File: src/design/ctcrc_pkg.sv
// Package for the CTC frame run collapse unit: sequencer state, controller
// commands, datapath status and configuration register constants.
// No dependencies.
`default_nettype none

package ctcrc_pkg;

  localparam int CFG_ADDR_W = 3;
  localparam int REG_INDEX_LSB = 2;
  localparam logic [0:0] REG_CLASS_COUNT = 1'b0;
  localparam int CLASS_COUNT_W = 6;
  localparam logic [CLASS_COUNT_W-1:0] CLASS_COUNT_RESET = 6'd32;
  localparam int CFG_DATA_W = 32;
  localparam int OUT_CLASS_W = 5;
  localparam int RUN_END_W = 32;

  typedef enum logic [2:0] {
    ST_IDLE,
    ST_OLD_RD,
    ST_OLD_WR,
    ST_MERGE,
    ST_MERGE_DONE,
    ST_FIN_RD,
    ST_FIN_WR
  } state_t;

  typedef struct packed {
    logic take;
    logic emit_rd;
    logic emit_load;
    logic merge_rd;
    logic merge_done;
    logic stream_clear;
  } ctrl_cmd_t;

  typedef struct packed {
    logic frame_end;
    logic old_emit;
    logic stream_end;
    logic out_free;
    logic emit_last;
    logic merge_last;
  } dp_status_t;

endpackage

`default_nettype wire

File: src/design/ctcrc_ctrl.sv
// Sequencer of the CTC frame run collapse unit: accepts words, then runs the
// emission and merge sweeps at frame end. Depends on ctcrc_pkg.
`default_nettype none

module ctcrc_ctrl
  import ctcrc_pkg::*;
(
  input  wire logic       clk,
  input  wire logic       rst,
  input  wire logic       item_valid,
  output logic            item_ready,
  input  wire dp_status_t status,
  output ctrl_cmd_t       cmd
);

  state_t state;
  state_t state_next;

  always_ff @(posedge clk) begin
    if (rst) begin
      state <= ST_IDLE;
    end else begin
      state <= state_next;
    end
  end

  always_comb begin
    state_next = state;
    cmd = '0;
    item_ready = 1'b0;
    case (state)
      ST_IDLE: begin
        item_ready = 1'b1;
        if (item_valid) begin
          cmd.take = 1'b1;
          if (status.frame_end) begin
            state_next = status.old_emit ? ST_OLD_RD : ST_MERGE;
          end
        end
      end
      ST_OLD_RD: begin
        cmd.emit_rd = 1'b1;
        state_next = ST_OLD_WR;
      end
      ST_OLD_WR: begin
        if (status.out_free) begin
          cmd.emit_load = 1'b1;
          state_next = status.emit_last ? ST_MERGE : ST_OLD_RD;
        end
      end
      ST_MERGE: begin
        cmd.merge_rd = 1'b1;
        if (status.merge_last) begin
          state_next = ST_MERGE_DONE;
        end
      end
      ST_MERGE_DONE: begin
        cmd.merge_done = 1'b1;
        state_next = status.stream_end ? ST_FIN_RD : ST_IDLE;
      end
      ST_FIN_RD: begin
        cmd.emit_rd = 1'b1;
        state_next = ST_FIN_WR;
      end
      ST_FIN_WR: begin
        if (status.out_free) begin
          cmd.emit_load = 1'b1;
          if (status.emit_last) begin
            cmd.stream_clear = 1'b1;
            state_next = ST_IDLE;
          end else begin
            state_next = ST_FIN_RD;
          end
        end
      end
      default: begin
        state_next = ST_IDLE;
      end
    endcase
  end

endmodule

`default_nettype wire

File: src/design/ctcrc_dpath.sv
// Datapath of the CTC frame run collapse unit: frame buffer and run maximum
// memories, argmax tracking, frame counter and result register.
// Depends on ctcrc_pkg; driven by ctcrc_ctrl.
`default_nettype none

module ctcrc_dpath
  import ctcrc_pkg::*;
#(
  parameter int MAX_CLASSES = 32,
  parameter int PROB_BITS = 16
) (
  input  wire logic                     clk,
  input  wire logic                     rst,
  input  wire ctrl_cmd_t                cmd,
  input  wire logic [CLASS_COUNT_W-1:0] class_count,
  input  wire logic [PROB_BITS-1:0]     prob,
  input  wire logic                     frame_last,
  input  wire logic                     stream_last,
  output dp_status_t                    status,
  output logic                          result_valid,
  input  wire logic                     result_ready,
  output logic [OUT_CLASS_W-1:0]        class_index,
  output logic [PROB_BITS-1:0]          run_max,
  output logic [RUN_END_W-1:0]          run_end,
  output logic [OUT_CLASS_W-1:0]        run_argmax,
  output logic                          vector_last
);

  localparam int CW = (MAX_CLASSES > 1) ? $clog2(MAX_CLASSES) : 1;
  localparam int CNTW = $clog2(MAX_CLASSES + 1);
  localparam int CMPW = (CNTW > CLASS_COUNT_W) ? CNTW : CLASS_COUNT_W;

  logic [PROB_BITS-1:0] fb_mem [MAX_CLASSES];
  logic [PROB_BITS-1:0] rms_mem [MAX_CLASSES];

  logic [CW-1:0]        pos;
  logic [PROB_BITS-1:0] best_value;
  logic [CW-1:0]        best_class;
  logic [CW-1:0]        run_class;
  logic [RUN_END_W-1:0] frames_seen;
  logic                 first_pending;
  logic [CW-1:0]        end_pos;
  logic                 sl_q;
  logic                 copy_q;
  logic [CW-1:0]        k;
  logic [CW-1:0]        i;
  logic                 mv;
  logic [CW-1:0]        ma;
  logic [PROB_BITS-1:0] fb_q;
  logic [PROB_BITS-1:0] rms_q;

  logic [CMPW-1:0]      cc_wide;
  logic [CMPW-1:0]      cc_clamp;
  logic [CNTW-1:0]      cc_eff;
  logic                 beats;
  logic [CW-1:0]        best_class_upd;
  logic                 new_run;
  logic [CW-1:0]        rd_addr;
  logic [PROB_BITS-1:0] frame_val;
  logic [PROB_BITS-1:0] merge_val;

  always_comb begin
    cc_wide = CMPW'(class_count);
    if (cc_wide < CMPW'(2)) begin
      cc_clamp = CMPW'(2);
    end else if (cc_wide > CMPW'(MAX_CLASSES)) begin
      cc_clamp = CMPW'(MAX_CLASSES);
    end else begin
      cc_clamp = cc_wide;
    end
    cc_eff = CNTW'(cc_clamp);
  end

  assign beats = prob > best_value;
  assign best_class_upd = beats ? pos : best_class;
  assign new_run = first_pending || (best_class_upd != run_class);

  assign status.frame_end = frame_last || stream_last ||
                            ((CNTW'(pos) + CNTW'(1)) >= cc_eff);
  assign status.old_emit = !first_pending && (best_class_upd != run_class);
  assign status.stream_end = sl_q;
  assign status.out_free = !result_valid || result_ready;
  assign status.emit_last = (CNTW'(k) + CNTW'(1)) == cc_eff;
  assign status.merge_last = i == CW'(MAX_CLASSES - 1);

  assign rd_addr = cmd.merge_rd ? i : k;
  assign frame_val = (ma <= end_pos) ? fb_q : '0;
  assign merge_val = (copy_q || (frame_val > rms_q)) ? frame_val : rms_q;

  always_ff @(posedge clk) begin
    if (cmd.take) begin
      fb_mem[pos] <= prob;
    end
    if (cmd.merge_rd) begin
      fb_q <= fb_mem[i];
    end
  end

  always_ff @(posedge clk) begin
    if (mv) begin
      rms_mem[ma] <= merge_val;
    end
    if (cmd.emit_rd || cmd.merge_rd) begin
      rms_q <= rms_mem[rd_addr];
    end
  end

  always_ff @(posedge clk) begin
    if (rst) begin
      pos <= '0;
      best_value <= '0;
      best_class <= '0;
      run_class <= '0;
      frames_seen <= '0;
      first_pending <= 1'b1;
      k <= '0;
      i <= '0;
      mv <= 1'b0;
      result_valid <= 1'b0;
    end else begin
      if (cmd.take) begin
        best_class <= best_class_upd;
        if (status.frame_end) begin
          pos <= '0;
          best_value <= '0;
        end else begin
          pos <= pos + CW'(1);
          if (beats) begin
            best_value <= prob;
          end
        end
      end
      if (cmd.merge_rd) begin
        i <= status.merge_last ? '0 : i + CW'(1);
      end
      mv <= cmd.merge_rd;
      if (cmd.merge_done) begin
        run_class <= best_class;
        first_pending <= 1'b0;
        if (frames_seen != '1) begin
          frames_seen <= frames_seen + RUN_END_W'(1);
        end
      end
      if (cmd.emit_load) begin
        k <= status.emit_last ? '0 : k + CW'(1);
      end
      if (cmd.stream_clear) begin
        frames_seen <= '0;
        first_pending <= 1'b1;
        run_class <= '0;
        best_class <= '0;
      end
      if (cmd.emit_load) begin
        result_valid <= 1'b1;
      end else if (result_ready) begin
        result_valid <= 1'b0;
      end
    end
  end

  always_ff @(posedge clk) begin
    ma <= i;
    if (cmd.take && status.frame_end) begin
      end_pos <= pos;
      sl_q <= stream_last;
      copy_q <= new_run;
    end
    if (cmd.emit_load) begin
      class_index <= OUT_CLASS_W'(k);
      run_max <= rms_q;
      run_end <= frames_seen;
      run_argmax <= OUT_CLASS_W'(run_class);
      vector_last <= status.emit_last;
    end
  end

`ifndef ASSERT_OFF
  a_no_emit_before_first_run: assert property (@(posedge clk) disable iff (rst)
    cmd.emit_load |-> !first_pending)
    else $error("result loaded while no run is open");

  a_merge_sweep_in_order: assert property (@(posedge clk) disable iff (rst)
    mv && $past(mv) |-> ma == $past(ma) + CW'(1))
    else $error("merge sweep skipped or repeated an entry");

  a_frame_count_monotonic: assert property (@(posedge clk) disable iff (rst)
    !$past(rst) && (frames_seen < $past(frames_seen)) |-> $past(cmd.stream_clear))
    else $error("frame counter went back outside a stream end");
`endif

endmodule

`default_nettype wire

File: src/design/ctc_frame_run_collapse_unit.sv
// Top level of the CTC frame run collapse unit: configuration register and
// the controller and datapath. Depends on ctcrc_pkg, ctcrc_ctrl, ctcrc_dpath.
//
// Class probabilities enter as words on the item channel, one class per word,
// with frame_last and stream_last marking frame and stream ends. Results leave
// on the result channel as vectors of class_count words (2 to MAX_CLASSES),
// one per class, each with the run end frame index and the run argmax;
// vector_last marks the last. A word that does not end a frame leaves the
// block ready for the next word; one that ends a frame holds the block through
// the merge sweep, which passes once over the run maximum memory. Each emitted
// vector adds a read and a load step per result word, set by the single read
// port of that memory; a frame end can emit the ending run first and the final
// run at stream end. The result register lets the block finish a sweep while
// the last word still waits; a stalled receiver holds the block in its emission
// step. Synchronous reset clears the sequencer, counters and run state and sets
// class_count to 32; the memories are not cleared. Register class_count sits
// at byte address 0 of the APB-style port.
`default_nettype none

module ctc_frame_run_collapse_unit
  import ctcrc_pkg::*;
#(
  parameter int MAX_CLASSES = 32,
  parameter int PROB_BITS = 16
) (
  input  wire logic                  clk,
  input  wire logic                  rst,
  input  wire logic                  psel,
  input  wire logic                  penable,
  input  wire logic                  pwrite,
  input  wire logic [CFG_ADDR_W-1:0] paddr,
  input  wire logic [CFG_DATA_W-1:0] pwdata,
  output logic [CFG_DATA_W-1:0]      prdata,
  output logic                       pready,
  input  wire logic                  item_valid,
  output logic                       item_ready,
  input  wire logic [PROB_BITS-1:0]  prob,
  input  wire logic                  frame_last,
  input  wire logic                  stream_last,
  output logic                       result_valid,
  input  wire logic                  result_ready,
  output logic [OUT_CLASS_W-1:0]     class_index,
  output logic [PROB_BITS-1:0]       run_max,
  output logic [RUN_END_W-1:0]       run_end,
  output logic [OUT_CLASS_W-1:0]     run_argmax,
  output logic                       vector_last
);

  logic [CLASS_COUNT_W-1:0] class_count;
  logic [0:0]               reg_index;
  ctrl_cmd_t                cmd;
  dp_status_t               status;

  assign pready = 1'b1;
  assign reg_index = paddr[CFG_ADDR_W-1:REG_INDEX_LSB];

  always_ff @(posedge clk) begin
    if (rst) begin
      class_count <= CLASS_COUNT_RESET;
    end else if (psel && penable && pwrite && pready && (reg_index == REG_CLASS_COUNT)) begin
      class_count <= pwdata[CLASS_COUNT_W-1:0];
    end
  end

  assign prdata = (reg_index == REG_CLASS_COUNT) ? CFG_DATA_W'(class_count) : '0;

  ctcrc_ctrl u_ctrl (
    .clk        (clk),
    .rst        (rst),
    .item_valid (item_valid),
    .item_ready (item_ready),
    .status     (status),
    .cmd        (cmd)
  );

  ctcrc_dpath #(
    .MAX_CLASSES (MAX_CLASSES),
    .PROB_BITS   (PROB_BITS)
  ) u_dpath (
    .clk          (clk),
    .rst          (rst),
    .cmd          (cmd),
    .class_count  (class_count),
    .prob         (prob),
    .frame_last   (frame_last),
    .stream_last  (stream_last),
    .status       (status),
    .result_valid (result_valid),
    .result_ready (result_ready),
    .class_index  (class_index),
    .run_max      (run_max),
    .run_end      (run_end),
    .run_argmax   (run_argmax),
    .vector_last  (vector_last)
  );

endmodule

`default_nettype wire
File: config.mk
export PLATFORM = sky130hd
export DESIGN_NAME = ctc_frame_run_collapse_unit
export DESIGN_NICKNAME = d
export VERILOG_FILES = /design/src/design/ctcrc_pkg.sv /design/src/design/ctcrc_ctrl.sv /design/src/design/ctcrc_dpath.sv /design/src/design/ctc_frame_run_collapse_unit.sv
export SDC_FILE = /design/constraint.sdc
export NUM_CORES = 1
export LEC_CHECK = 0
export BUFFER_PORTS_ARGS = -buffer_cell sky130_fd_sc_hd__buf_2
export CAP_MARGIN = 20
export CORE_ASPECT_RATIO = 1.2
export CORE_UTILIZATION = 60
export DETAILED_ROUTE_END_ITERATION = 12
export MAX_ROUTING_LAYER = met4
export PLACE_DENSITY = 0.77
export SYNTH_ARGS = -nofsm -noshare
export SYNTH_HDL_FRONTEND = slang
export SYNTH_SLANG_ARGS = --single-unit
export TNS_END_PERCENT = 10
File: constraint.sdc
create_clock -name clk -period 6 [get_ports clk]
set_input_delay 0.3 -clock clk [delete_from_list [all_inputs] [get_ports clk]]
set_output_delay 0.3 -clock clk [all_outputs]
set_load 0.02 [all_outputs]
Word level (Yosys, flattened, before mapping)
Memory sizes are Yosys's and may differ from the RTL's. A register that Yosys moved wholly into a read port is not among the register bits. Cells that the tools add are included. Widths: inputs -> output; s select.

Register bits: 156. Bits in writable memories: 1024. Input bits: 60. Output and inout bits: 94. Word-level logic and storage cells: 112. Memories: 2.

Memories: u_dpath.fb_mem (words 32, width 16, read ports 1, clocked after memory_dff 1, wr ports 1, line ctcrc_dpath.sv:33) `logic [PROB_BITS-1:0] fb_mem [MAX_CLASSES];`; u_dpath.rms_mem (words 32, width 16, read ports 1, clocked after memory_dff 1, wr ports 1, line ctcrc_dpath.sv:34) `logic [PROB_BITS-1:0] rms_mem [MAX_CLASSES];`.

Add/sub/neg operators: 6. $lt $le $gt $ge: 6. Equal/unequal tests: 15. Mux-type cells: 39. Bitwise gates (word level): 1. Reductions and logical operators: 22.

Operator list (count): $mux 16 (4); $add 32x1->32 const B (1); $gt 16x16->1 (2); $ne 32x32->1 const B (1); $mux 5 (5); $mux 3 (7); $pmux 3 s7 (1); $mux 6 (3); $mux 1 (17); $add 5x1->5 const B (3); $add 5x1->6 const B (2); $eq 3x3->1 const B (3); $eq 3x2->1 const B (2); $eq 6x6->1 (1); $ge 6x6->1 (1); $gt 6x6->1 const B (1); $logic_or 1x1->1 (6); $lt 6x2->1 const B (1); $ne 2x2->1 const B (3); $reduce_or 2->1 (3); $eq 5x5->1 const B (1); $le 5x5->1 (1); $logic_and 1x1->1 (5); $ne 5x5->1 (1); other kinds (9) (14).

Longest topological paths before layout
Gate-level depths: netlist of the first run.

Word-level depth: 8. Mapped depth: 20.

Hierarchy
A second synthesis of the first run with hierarchy kept.

Cell total of the unflattened synthesis: 2574. Area total of the unflattened synthesis: 48147.4 µm².

Modules (own cells, without submodules): ctcrc_dpath (instances 1, cells an instance 2474, area an instance 47336.6 µm²); ctc_frame_run_collapse_unit (instances 1, cells an instance 62, area an instance 538.0 µm²); ctcrc_ctrl (instances 1, cells an instance 38, area an instance 272.8 µm²).

Worst setup path before layout of the first run
Ideal clock, no wire load.

Path kind: flip-flop to flip-flop. From: reg u_dpath.end_pos[1]. To: mem u_dpath.rms_mem[0][0], data pin. Arrival: 4.430 ns. Path slack: 1.185 ns. Stages on the path, launching flop included: 21. Period minus slack after synthesis: 4.815 ns. Cells stage by stage: edfxtp_1 > inv_1 > ha_1 > nor2b_1 > o21a_1 > o21ai_0 > nand2b_1 > a21oi_1 > a31oi_1 > clkbuf_1 > nor2b_1 > ha_1 > a21o_1 > a21o_1 > a21o_1 > a21o_1 > a21oi_1 > o21ai_0 > a21oi_2 > buf_4 > mux2i_1.

Longest elaborated chain between the ends: 5.

RTL lines: start: declaration (line ctcrc_dpath.sv:42) `logic [CW-1:0] end_pos;`; start signal: assignment (line ctcrc_dpath.sv:164) `end_pos <= pos;`; $le 5x5->1 * (line ctcrc_dpath.sv:87) `assign frame_val = (ma <= end_pos) ? fb_q : '0;`; $mux 16 * (line ctcrc_dpath.sv:87); $gt 16x16->1 (line ctcrc_dpath.sv:88) `assign merge_val = (copy_q || (frame_val > rms_q)) ? frame_val : rms_q;`; $logic_or 1x1->1 (line ctcrc_dpath.sv:88); $mux 16 * (line ctcrc_dpath.sv:88); named net u_dpath.merge_val[0] (line ctcrc_dpath.sv:60) `logic [PROB_BITS-1:0] merge_val;`; end: declaration (line ctcrc_dpath.sv:34).

The timed path passes the listed nets; every way through them passes the cells marked *.

Worst setup path in the final report of the first run
From: reg u_dpath.end_pos[1]. To: mem u_dpath.rms_mem[19][9], data pin.

The elaborated chain is that of the path after synthesis.

==> key figures, run 1 <==
Layout
  – Final cell count without fillers: 4,283
  – Layout Nets: 3,251
  – Share of cells above drive strength 1: 0.1827
  – P&R area growth vs syn: 11.46%

Setup path
  – Arrival time at the worst endpoint: 5.30 ns
  – Critical Path Fanout Max: 32
  – CP endpoint kind: flip-flop
  – CP Cell Sequence: inv_1, ha_1, nor2b_1, o21a_1, o21ai_0, nand2b_1, a21oi_1, a31oi_1, buf_4, nor2b_1, ha_1, a21oi_1, o21ai_0, a21o_1, a2111oi_0, o21ai_0, a21oi_2, buf_4, mux2_2
  – Max stage delay on crit path: 0.59 ns
  – CP max-delay cell: mux2_2
  – Most used cell, CP: o21ai_0
  – CP required: 6.33 ns
  – Startpoint types: flip-flop
  – Critical path class: reg2reg

Synthesis
  – Count leader, synth: edfxtp_1
  – Multiplexer share of the synthesized area: 0.08492
  – Asr flop ratio synth: 0
  – Synth area leader: edfxtp_1
  – Seq/Total Area, Yosys: 0.7265
  – Yosys top cell area share: 0.6896
  – Cells after Synth: 3,007
  – Synth Register Bits: 1,212
  – Ys flop type: edfxtp_1
  – Cell area after synthesis: 48,860 um2
  – Syn. warnings: 0
  – Synth Area in Simple Gates: 0.07201
  – Post-Synth XOR/XNOR Area: 0.007145
  – Post-synth EDFFs: 1,122
  – Netlist cell types: 64
  – Main combinational cell family by area after synthesis: multiplexers
  – Synth top area cells: edfxtp_1, mux4_2, dfxtp_1, a211oi_1, nand2_1
  – Syn_area_per_cell: 16.25 um2
  – Adder-cell area share of the yosys netlist: 0.01306
  – Post-synth top cells: edfxtp_1, nand2_1, a211oi_1
  – Post-synthesis compound-gate area fraction: 0.07106

Power and ir drop
  – Peak supply drop: 0.0002873 V
  – P_leak: 17.68 nW
  – Power per cell area: 377.3 nW/um2

Timing
  – Min Tclk post-route: 4.970 ns
  – Worst slew pin tran: 1.127 ns
  – Clock skew: 0.01579 ns
  – Max Slew Vio Count: 0
  – Setup violators final: 0
  – Unrepaired setup endpoints after global routing: no
  – Setup TNS: 0 ns
  – Fin crit share: 0.8283
  – FMAX: 0.2012 GHz
  – Count of final hold-check violations: 0
  – Slew margin rel.: 0.2461

Die
  – Std-Cell Rows: 114
  – Core Area: 80,590 um2
  – IO Pins: 154
  – Die Ht: 314.6 um
  – Die area: 82,580 um2
  – Initial core utilization: 0.6063
  – Die extent in x: 262.5 um

Detailed routing
  – DRT iter0 DRCs: 3,233
  – DRC Markers: 0
  – Total number of vias: 27,750
  – DR vias/cell: 6.479
  – Drt total wl: 115,300 um
  – ANT nets after route: 0
  – Detailed Routing Iterations Pass 1: 8
  – DR WL/cell: 26.92 um

CTS
  – Worst-Skew Late Latency: 0.67 ns
  – H-tree depth: 3
  – Postcts setup bufs: 0
  – Clock-pin slew on the worst setup and hold paths: 0.06 ns
  – TritonCTS clock tree: built
  – CTS Sinks: 1,212
  – CTS Buf Count: 111
  – Root buf cell: clkbuf_16
  – Clock Tree Buf Depth: 3

Global routing
  – All-layer global routing usage: 0.2872
  – Total global routing overflow: 0
  – Initial antenna violation count: 5
  – First-pass GRT wire length: 170,000 um
  – Largest net degree at the start of global routing: 163
  – Vias in the first global route: 28,050

Placement
  – Buffers on Ports: 98
  – Routability cong.: 0.8823
  – Dpl hpwl: 64,660 um
  – Placed cell count: 4,059

Hold path
  – Hold WC Path Type: in2reg

Outcome
  – Status: completed

Run
  – MaxCap Viol Count: 0
cells in the final DEF, fill, tap and decap left out, types with 15 or more instances in the layout:
cell and instances:
clkbuf_16 115, o21ai_0 21, ha_1 51, inv_1 49, a311oi_1 64, xnor2_1 20
and2_1 55, bufinv_16 15, dfxtp_1 86, conb_1 27, mux2_2 32, nand4_1 17
buf_4 84, and2_0 80, a21o_1 25, a21oi_1 79, clkinv_2 26, nor2_1 155
buf_2 98, nand3_1 32, a211oi_1 177, clkbuf_1 16, nand2_1 309, clkinv_1 20
nor2b_1 31, a22oi_1 18, edfxtp_1 1122, mux4_2 160, a31oi_1 68, xor2_1 18
cell type report:
cell class,count,area (um2)
clock inverter,69,733.2
clock buffer,139,3048
timing repair buffer,197,1338
inverter,51,191.4
tap,1044,1306
antenna,4,10.01
multi-input combinational,1567,12330
sequential,1212,35500
fill,4995,26130
sequential cells by signal, indices dropped and copies added (netlist names), 6 cells and up:
name,count
u_dpath.rms_q,16
u_dpath.run_end,32
u_dpath.best_value,16
u_dpath.frames_seen,32
class_count,6
u_dpath.run_max,16
u_dpath.fb_mem,512
u_dpath.fb_q,16
u_dpath.rms_mem,512
layer usage:
metal,vias up,GRT usage,share of wire
met2,1423,0.4768,0.51
met3,336,0.04662,0.081
met5,-,-,0
met1,14030,0.3468,0.36
met4,0,0.1365,0.046
li1,11960,-,-
stage by stage:
step | area [um2] | hold slack, ns | power (mW) | util | setup slack [ns]
final | 54460 | 0.1582 | 20.55 | 0.6757 | 1.030
after global routing | 54460 | 0.1701 | 21.20 | 0.6757 | 0.6962
after CTS | 54390 | 0.1186 | 20.57 | 0.6748 | 1.089
after detailed placement | 50530 | 0.4523 | 13.39 | 0.6271 | 1.177
after global placement | 50530 | 0.4546 | 13.23 | 0.6271 | 1.217
after floorplan | 48950 | 0.3290 | 12.40 | - | 1.185
power by group:
part / internal (mW) / switching (mW) / total, mW / leakage, nW
Clock: 4.24 / 3.03 / 7.27 / 1.87
Combinational: 1.10 / 2.09 / 3.19 / 4.95
Sequential: 9.85 / 0.239 / 10.1 / 10.9
path summary, 6_finish.rpt:
check | end | cells after the start | slack (ns) | start
worst max-delay path | u_dpath.rms_mem[19][9]$_DFFE_PP_ | 19 | 1.03 | u_dpath.end_pos[1]$_DFFE_PP_
worst min-delay path | u_ctrl.state[1]$_SDFFE_PP0P_ | 5 | 0.16 | item_valid
worst max register to register | u_dpath.rms_mem[19][9]$_DFFE_PP_ | 19 | 1.03 | u_dpath.end_pos[1]$_DFFE_PP_
worst min register to register | u_dpath.run_end[26]$_DFFE_PP_ | 0 | 0.48 | u_dpath.frames_seen[26]$_SDFFE_PP0P_
timing repair:
action | CTS | global route
hold endpoints to repair | 7 | 0
resized for setup | 0 | 0
hold buffers | 7 | 0
cell families (layout without fill, tap and decap cells):
| family | Yosys count | count (layout) |
|---|---|---|
| xor gates and xnor gates | 39 | 39 |
| and+or+nand+nor | 748 | 748 |
| adders and majority gates | 51 | 51 |
| DFF | 1212 | 1212 |
| muxes | 210 | 210 |
| other | 2 | 31 |
| buffers and inverters | 253 | 456 |
| AOI/OAI and AO/OA | 492 | 492 |
critical path, delay by kind of cell (launching register included):
family,cells,cell delay [ns]
AND/OR/NAND/NOR,3,0.41
adder cells (fa/ha/maj),2,0.51
multiplexers,1,0.59
flip-flops,1,0.36
buffers and inverters,3,0.58
AO/OA/AOI/OAI,10,2.17
Power figures use the tool's default switching activity.
==> inputs of run 2 (changes only) <==
--- a/config.mk
+++ b/config.mk
@@ -8,10 +8,10 @@
 export BUFFER_PORTS_ARGS = -buffer_cell sky130_fd_sc_hd__buf_2
 export CAP_MARGIN = 20
 export CORE_ASPECT_RATIO = 1.2
-export CORE_UTILIZATION = 60
+export CORE_UTILIZATION = 56
 export DETAILED_ROUTE_END_ITERATION = 12
 export MAX_ROUTING_LAYER = met4
-export PLACE_DENSITY = 0.77
+export PLACE_DENSITY = 0.76
 export SYNTH_ARGS = -nofsm -noshare
 export SYNTH_HDL_FRONTEND = slang
 export SYNTH_SLANG_ARGS = --single-unit
==> constraint.sdc (replaced) <==
create_clock -name clk -period 4.17 [get_ports clk]
set_input_delay 0.2085 -clock clk [delete_from_list [all_inputs] [get_ports clk]]
set_output_delay 0.2085 -clock clk [all_outputs]
set_load 0.02 [all_outputs]
==> key figures, run 2 (same netlist as run 1, synthesis figures left out) <==
Die
  – Die Ht: 325.6 um
  – Die extent in x: 271.6 um
  – IO Pins: 154
  – Std-Cell Rows: 118
  – Initial core utilization: 0.5657
  – Core Area: 86,370 um2
  – Die area: 88,440 um2

Timing
  – Worst slew pin tran: 1.164 ns
  – FMAX: 0.2407 GHz
  – Slew margin rel.: 0.2208
  – Fin crit share: 0.9962
  – Clock skew: 0.03658 ns
  – Unrepaired setup endpoints after global routing: yes
  – Max Slew Vio Count: 0
  – Min Tclk post-route: 4.154 ns
  – Setup TNS: 0 ns
  – Setup violators final: 0
  – Count of final hold-check violations: 0

Setup path
  – Critical Path Fanout Max: 8
  – CP max-delay cell: edfxtp_1
  – Reg2reg end: u_dpath.rms_mem[14][15]$_DFFE_PP_
  – Startpoint types: flip-flop
  – CP endpoint kind: flip-flop
  – Worst r2r src: u_dpath.end_pos[1]$_DFFE_PP_
  – CP Cell Sequence: inv_2, ha_4, nor2b_4, o21a_1, o21ai_1, nand2b_1, a21oi_2, a31oi_4, nor2b_2, ha_1, a21o_1, a21oi_2, o21ai_1, a21o_1, a2111oi_2, o21ai_1, a21oi_2, buf_6, buf_16, mux2_4
  – Critical path class: reg2reg
  – Max stage delay on crit path: 0.41 ns
  – Arrival time at the worst endpoint: 4.54 ns
  – CP required: 4.56 ns
  – Reg2Reg Depth: 20
  – R2R setup slack: 0.02 ns

Hold path
  – Hold WC Path Type: in2reg
  – HP Start: frame_last
  – Hold Path Depth: 5
  – Hold endpoint: u_dpath.pos[3]$_SDFFE_PP0P_

Detailed routing
  – ANT nets after route: 0
  – Drt total wl: 125,800 um
  – DRC Markers: 0
  – DR WL/cell: 28.14 um
  – DRT iter0 DRCs: 3,875
  – DR vias/cell: 6.507
  – Detailed Routing Iterations Pass 1: 6
  – Total number of vias: 29,090

Placement
  – Dpl hpwl: 65,180 um
  – Routability cong.: 0.8625
  – Placed cell count: 4,191
  – Buffers on Ports: 98

CTS
  – Clock-pin slew on the worst setup and hold paths: 0.06 ns
  – Clock Tree Buf Depth: 3
  – Worst-Skew Late Latency: 0.69 ns
  – TritonCTS clock tree: built
  – Root buf cell: clkbuf_16
  – H-tree depth: 3
  – CTS Sinks: 1,212
  – CTS Buf Count: 115

Global routing
  – All-layer global routing usage: 0.2850
  – First-pass GRT wire length: 179,900 um
  – Initial antenna violation count: 2
  – Largest net degree at the start of global routing: 132
  – Vias in the first global route: 28,480
  – Total global routing overflow: 0

Run
  – MaxCap Viol Count: 0

Outcome
  – Status: completed

Layout
  – P&R area growth vs syn: 14.81%
  – Largest regs: u_dpath.fb_mem (512), u_dpath.rms_mem (512)
  – Final cell count without fillers: 4,471
  – Share of cells above drive strength 1: 0.2133
  – Layout Nets: 3,339
  – Most frequent cells in the layout: edfxtp_1, nand2_1, a211oi_1, mux4_2, nor2_1
  – Most common cell after layout, fill and taps aside: edfxtp_1

Power and ir drop
  – Total power: 30.56 mW
  – Comb pwr share: 0.169
  – Power per cell area: 544.8 nW/um2
  – P_leak: 18.35 nW
  – Clk pwr share: 0.356
  – Peak supply drop: 0.0004649 V
  – P_int: 22.40 mW
  – Net Switching: 8.160 mW
  – Sw Share: 0.2670
  – Flop pwr share: 0.475
run 2: cell count changes in the layout (fill, tap and decap cells not counted), moves of 7 or more:
| cell | before | now |
|---|---|---|
| mux2_4 | 0 | 53 |
| buf_4 | 84 | 114 |
| nor2_1 | 155 | 142 |
| nor2_4 | 0 | 7 |
| buf_12 | 6 | 15 |
| mux2_2 | 32 | 17 |
| clkinvlp_4 | 3 | 13 |
| nor2b_1 | 31 | 23 |
run 2: per-stage QoR:
step	utilization	area (um2)	hold WS [ns]	setup slack [ns]
finish	0.6495	56090	0.03871	0.01594
global route	0.6494	56090	0.05537	-0.1184
CTS	0.6447	55680	0.0007124	0.01640
detailed placement	0.5917	51110	0.4250	-0.3407
global placement	0.5917	51110	0.4242	-0.3537
floorplan	-	48970	0.3074	0.05425
run 2: metal layers:
metal	GRT usage	up-vias	wire length (um)
met5	-	-	0
met4	0.1188	0	5719
met3	0.03966	373	11100
met2	0.4824	1861	64990
met1	0.3443	14650	44000
li1	-	12220	-
run 2: worst max path at each step:
| stage | from | end | slack, ns | depth (start not counted) |
|---|---|---|---|---|
| 5_1_grt | u_dpath.end_pos[1]$_DFFE_PP_ | u_dpath.rms_mem[3][15]$_DFFE_PP_ | -0.12 | 19 |
| 4_1_cts | u_dpath.end_pos[1]$_DFFE_PP_ | u_dpath.rms_mem[4][2]$_DFFE_PP_ | 0.02 | 20 |
| 3_3_place_gp | u_dpath.end_pos[1]$_DFFE_PP_ | u_dpath.rms_mem[6][15]$_DFFE_PP_ | -0.35 | 19 |
| 2_1_floorplan | u_dpath.end_pos[1]$_DFFE_PP_ | u_dpath.rms_mem[0][10]$_DFFE_PP_ | 0.05 | 20 |
| 6_report | u_dpath.end_pos[1]$_DFFE_PP_ | u_dpath.rms_mem[14][15]$_DFFE_PP_ | 0.02 | 20 |
| 3_5_place_dp | u_dpath.end_pos[1]$_DFFE_PP_ | u_dpath.rms_mem[2][15]$_DFFE_PP_ | -0.34 | 19 |
run 2: critical path: cells and delay by family, from the launching register on:
kind	cells	cell delay [ns]
compound gates	11	1.75
fa+ha+maj	2	0.46
buf+inv	3	0.48
flops	1	0.41
mux	1	0.37
simple gates	3	0.37
run 2: power by group through the flow:
stage	combinational, mW	clock [mW]	sequential, mW
after CTS	4.94	10.9	14.5
after global routing	5.47	11.4	14.5
after detailed placement	4.67	0	14.7
after global placement	4.50	0	14.7
final	5.15	10.9	14.5
after floorplan	3.06	0	14.8
run 2: area by class of cell:
type	count	area, um2
inverter	51	191.4
clock buffer	142	3094
tap	1140	1426
multi-input combinational	1605	13120
sequential	1212	35500
fill	5540	30280
clock inverter	76	873.3
antenna	2	5.005
timing repair buffer	243	1876
run 2: timing repair:
| item | in CTS | in global routing |
|---|---|---|
| hold endpoints to repair | 11 | 0 |
| hold buffers | 9 | 0 |
| setup endpoints to repair | 512 | 512 |
| resized for setup | 54 | 34 |
| gates cloned | 22 | 21 |
| setup buffers | 6 | 2 |
| pin swaps | 4 | 4 |
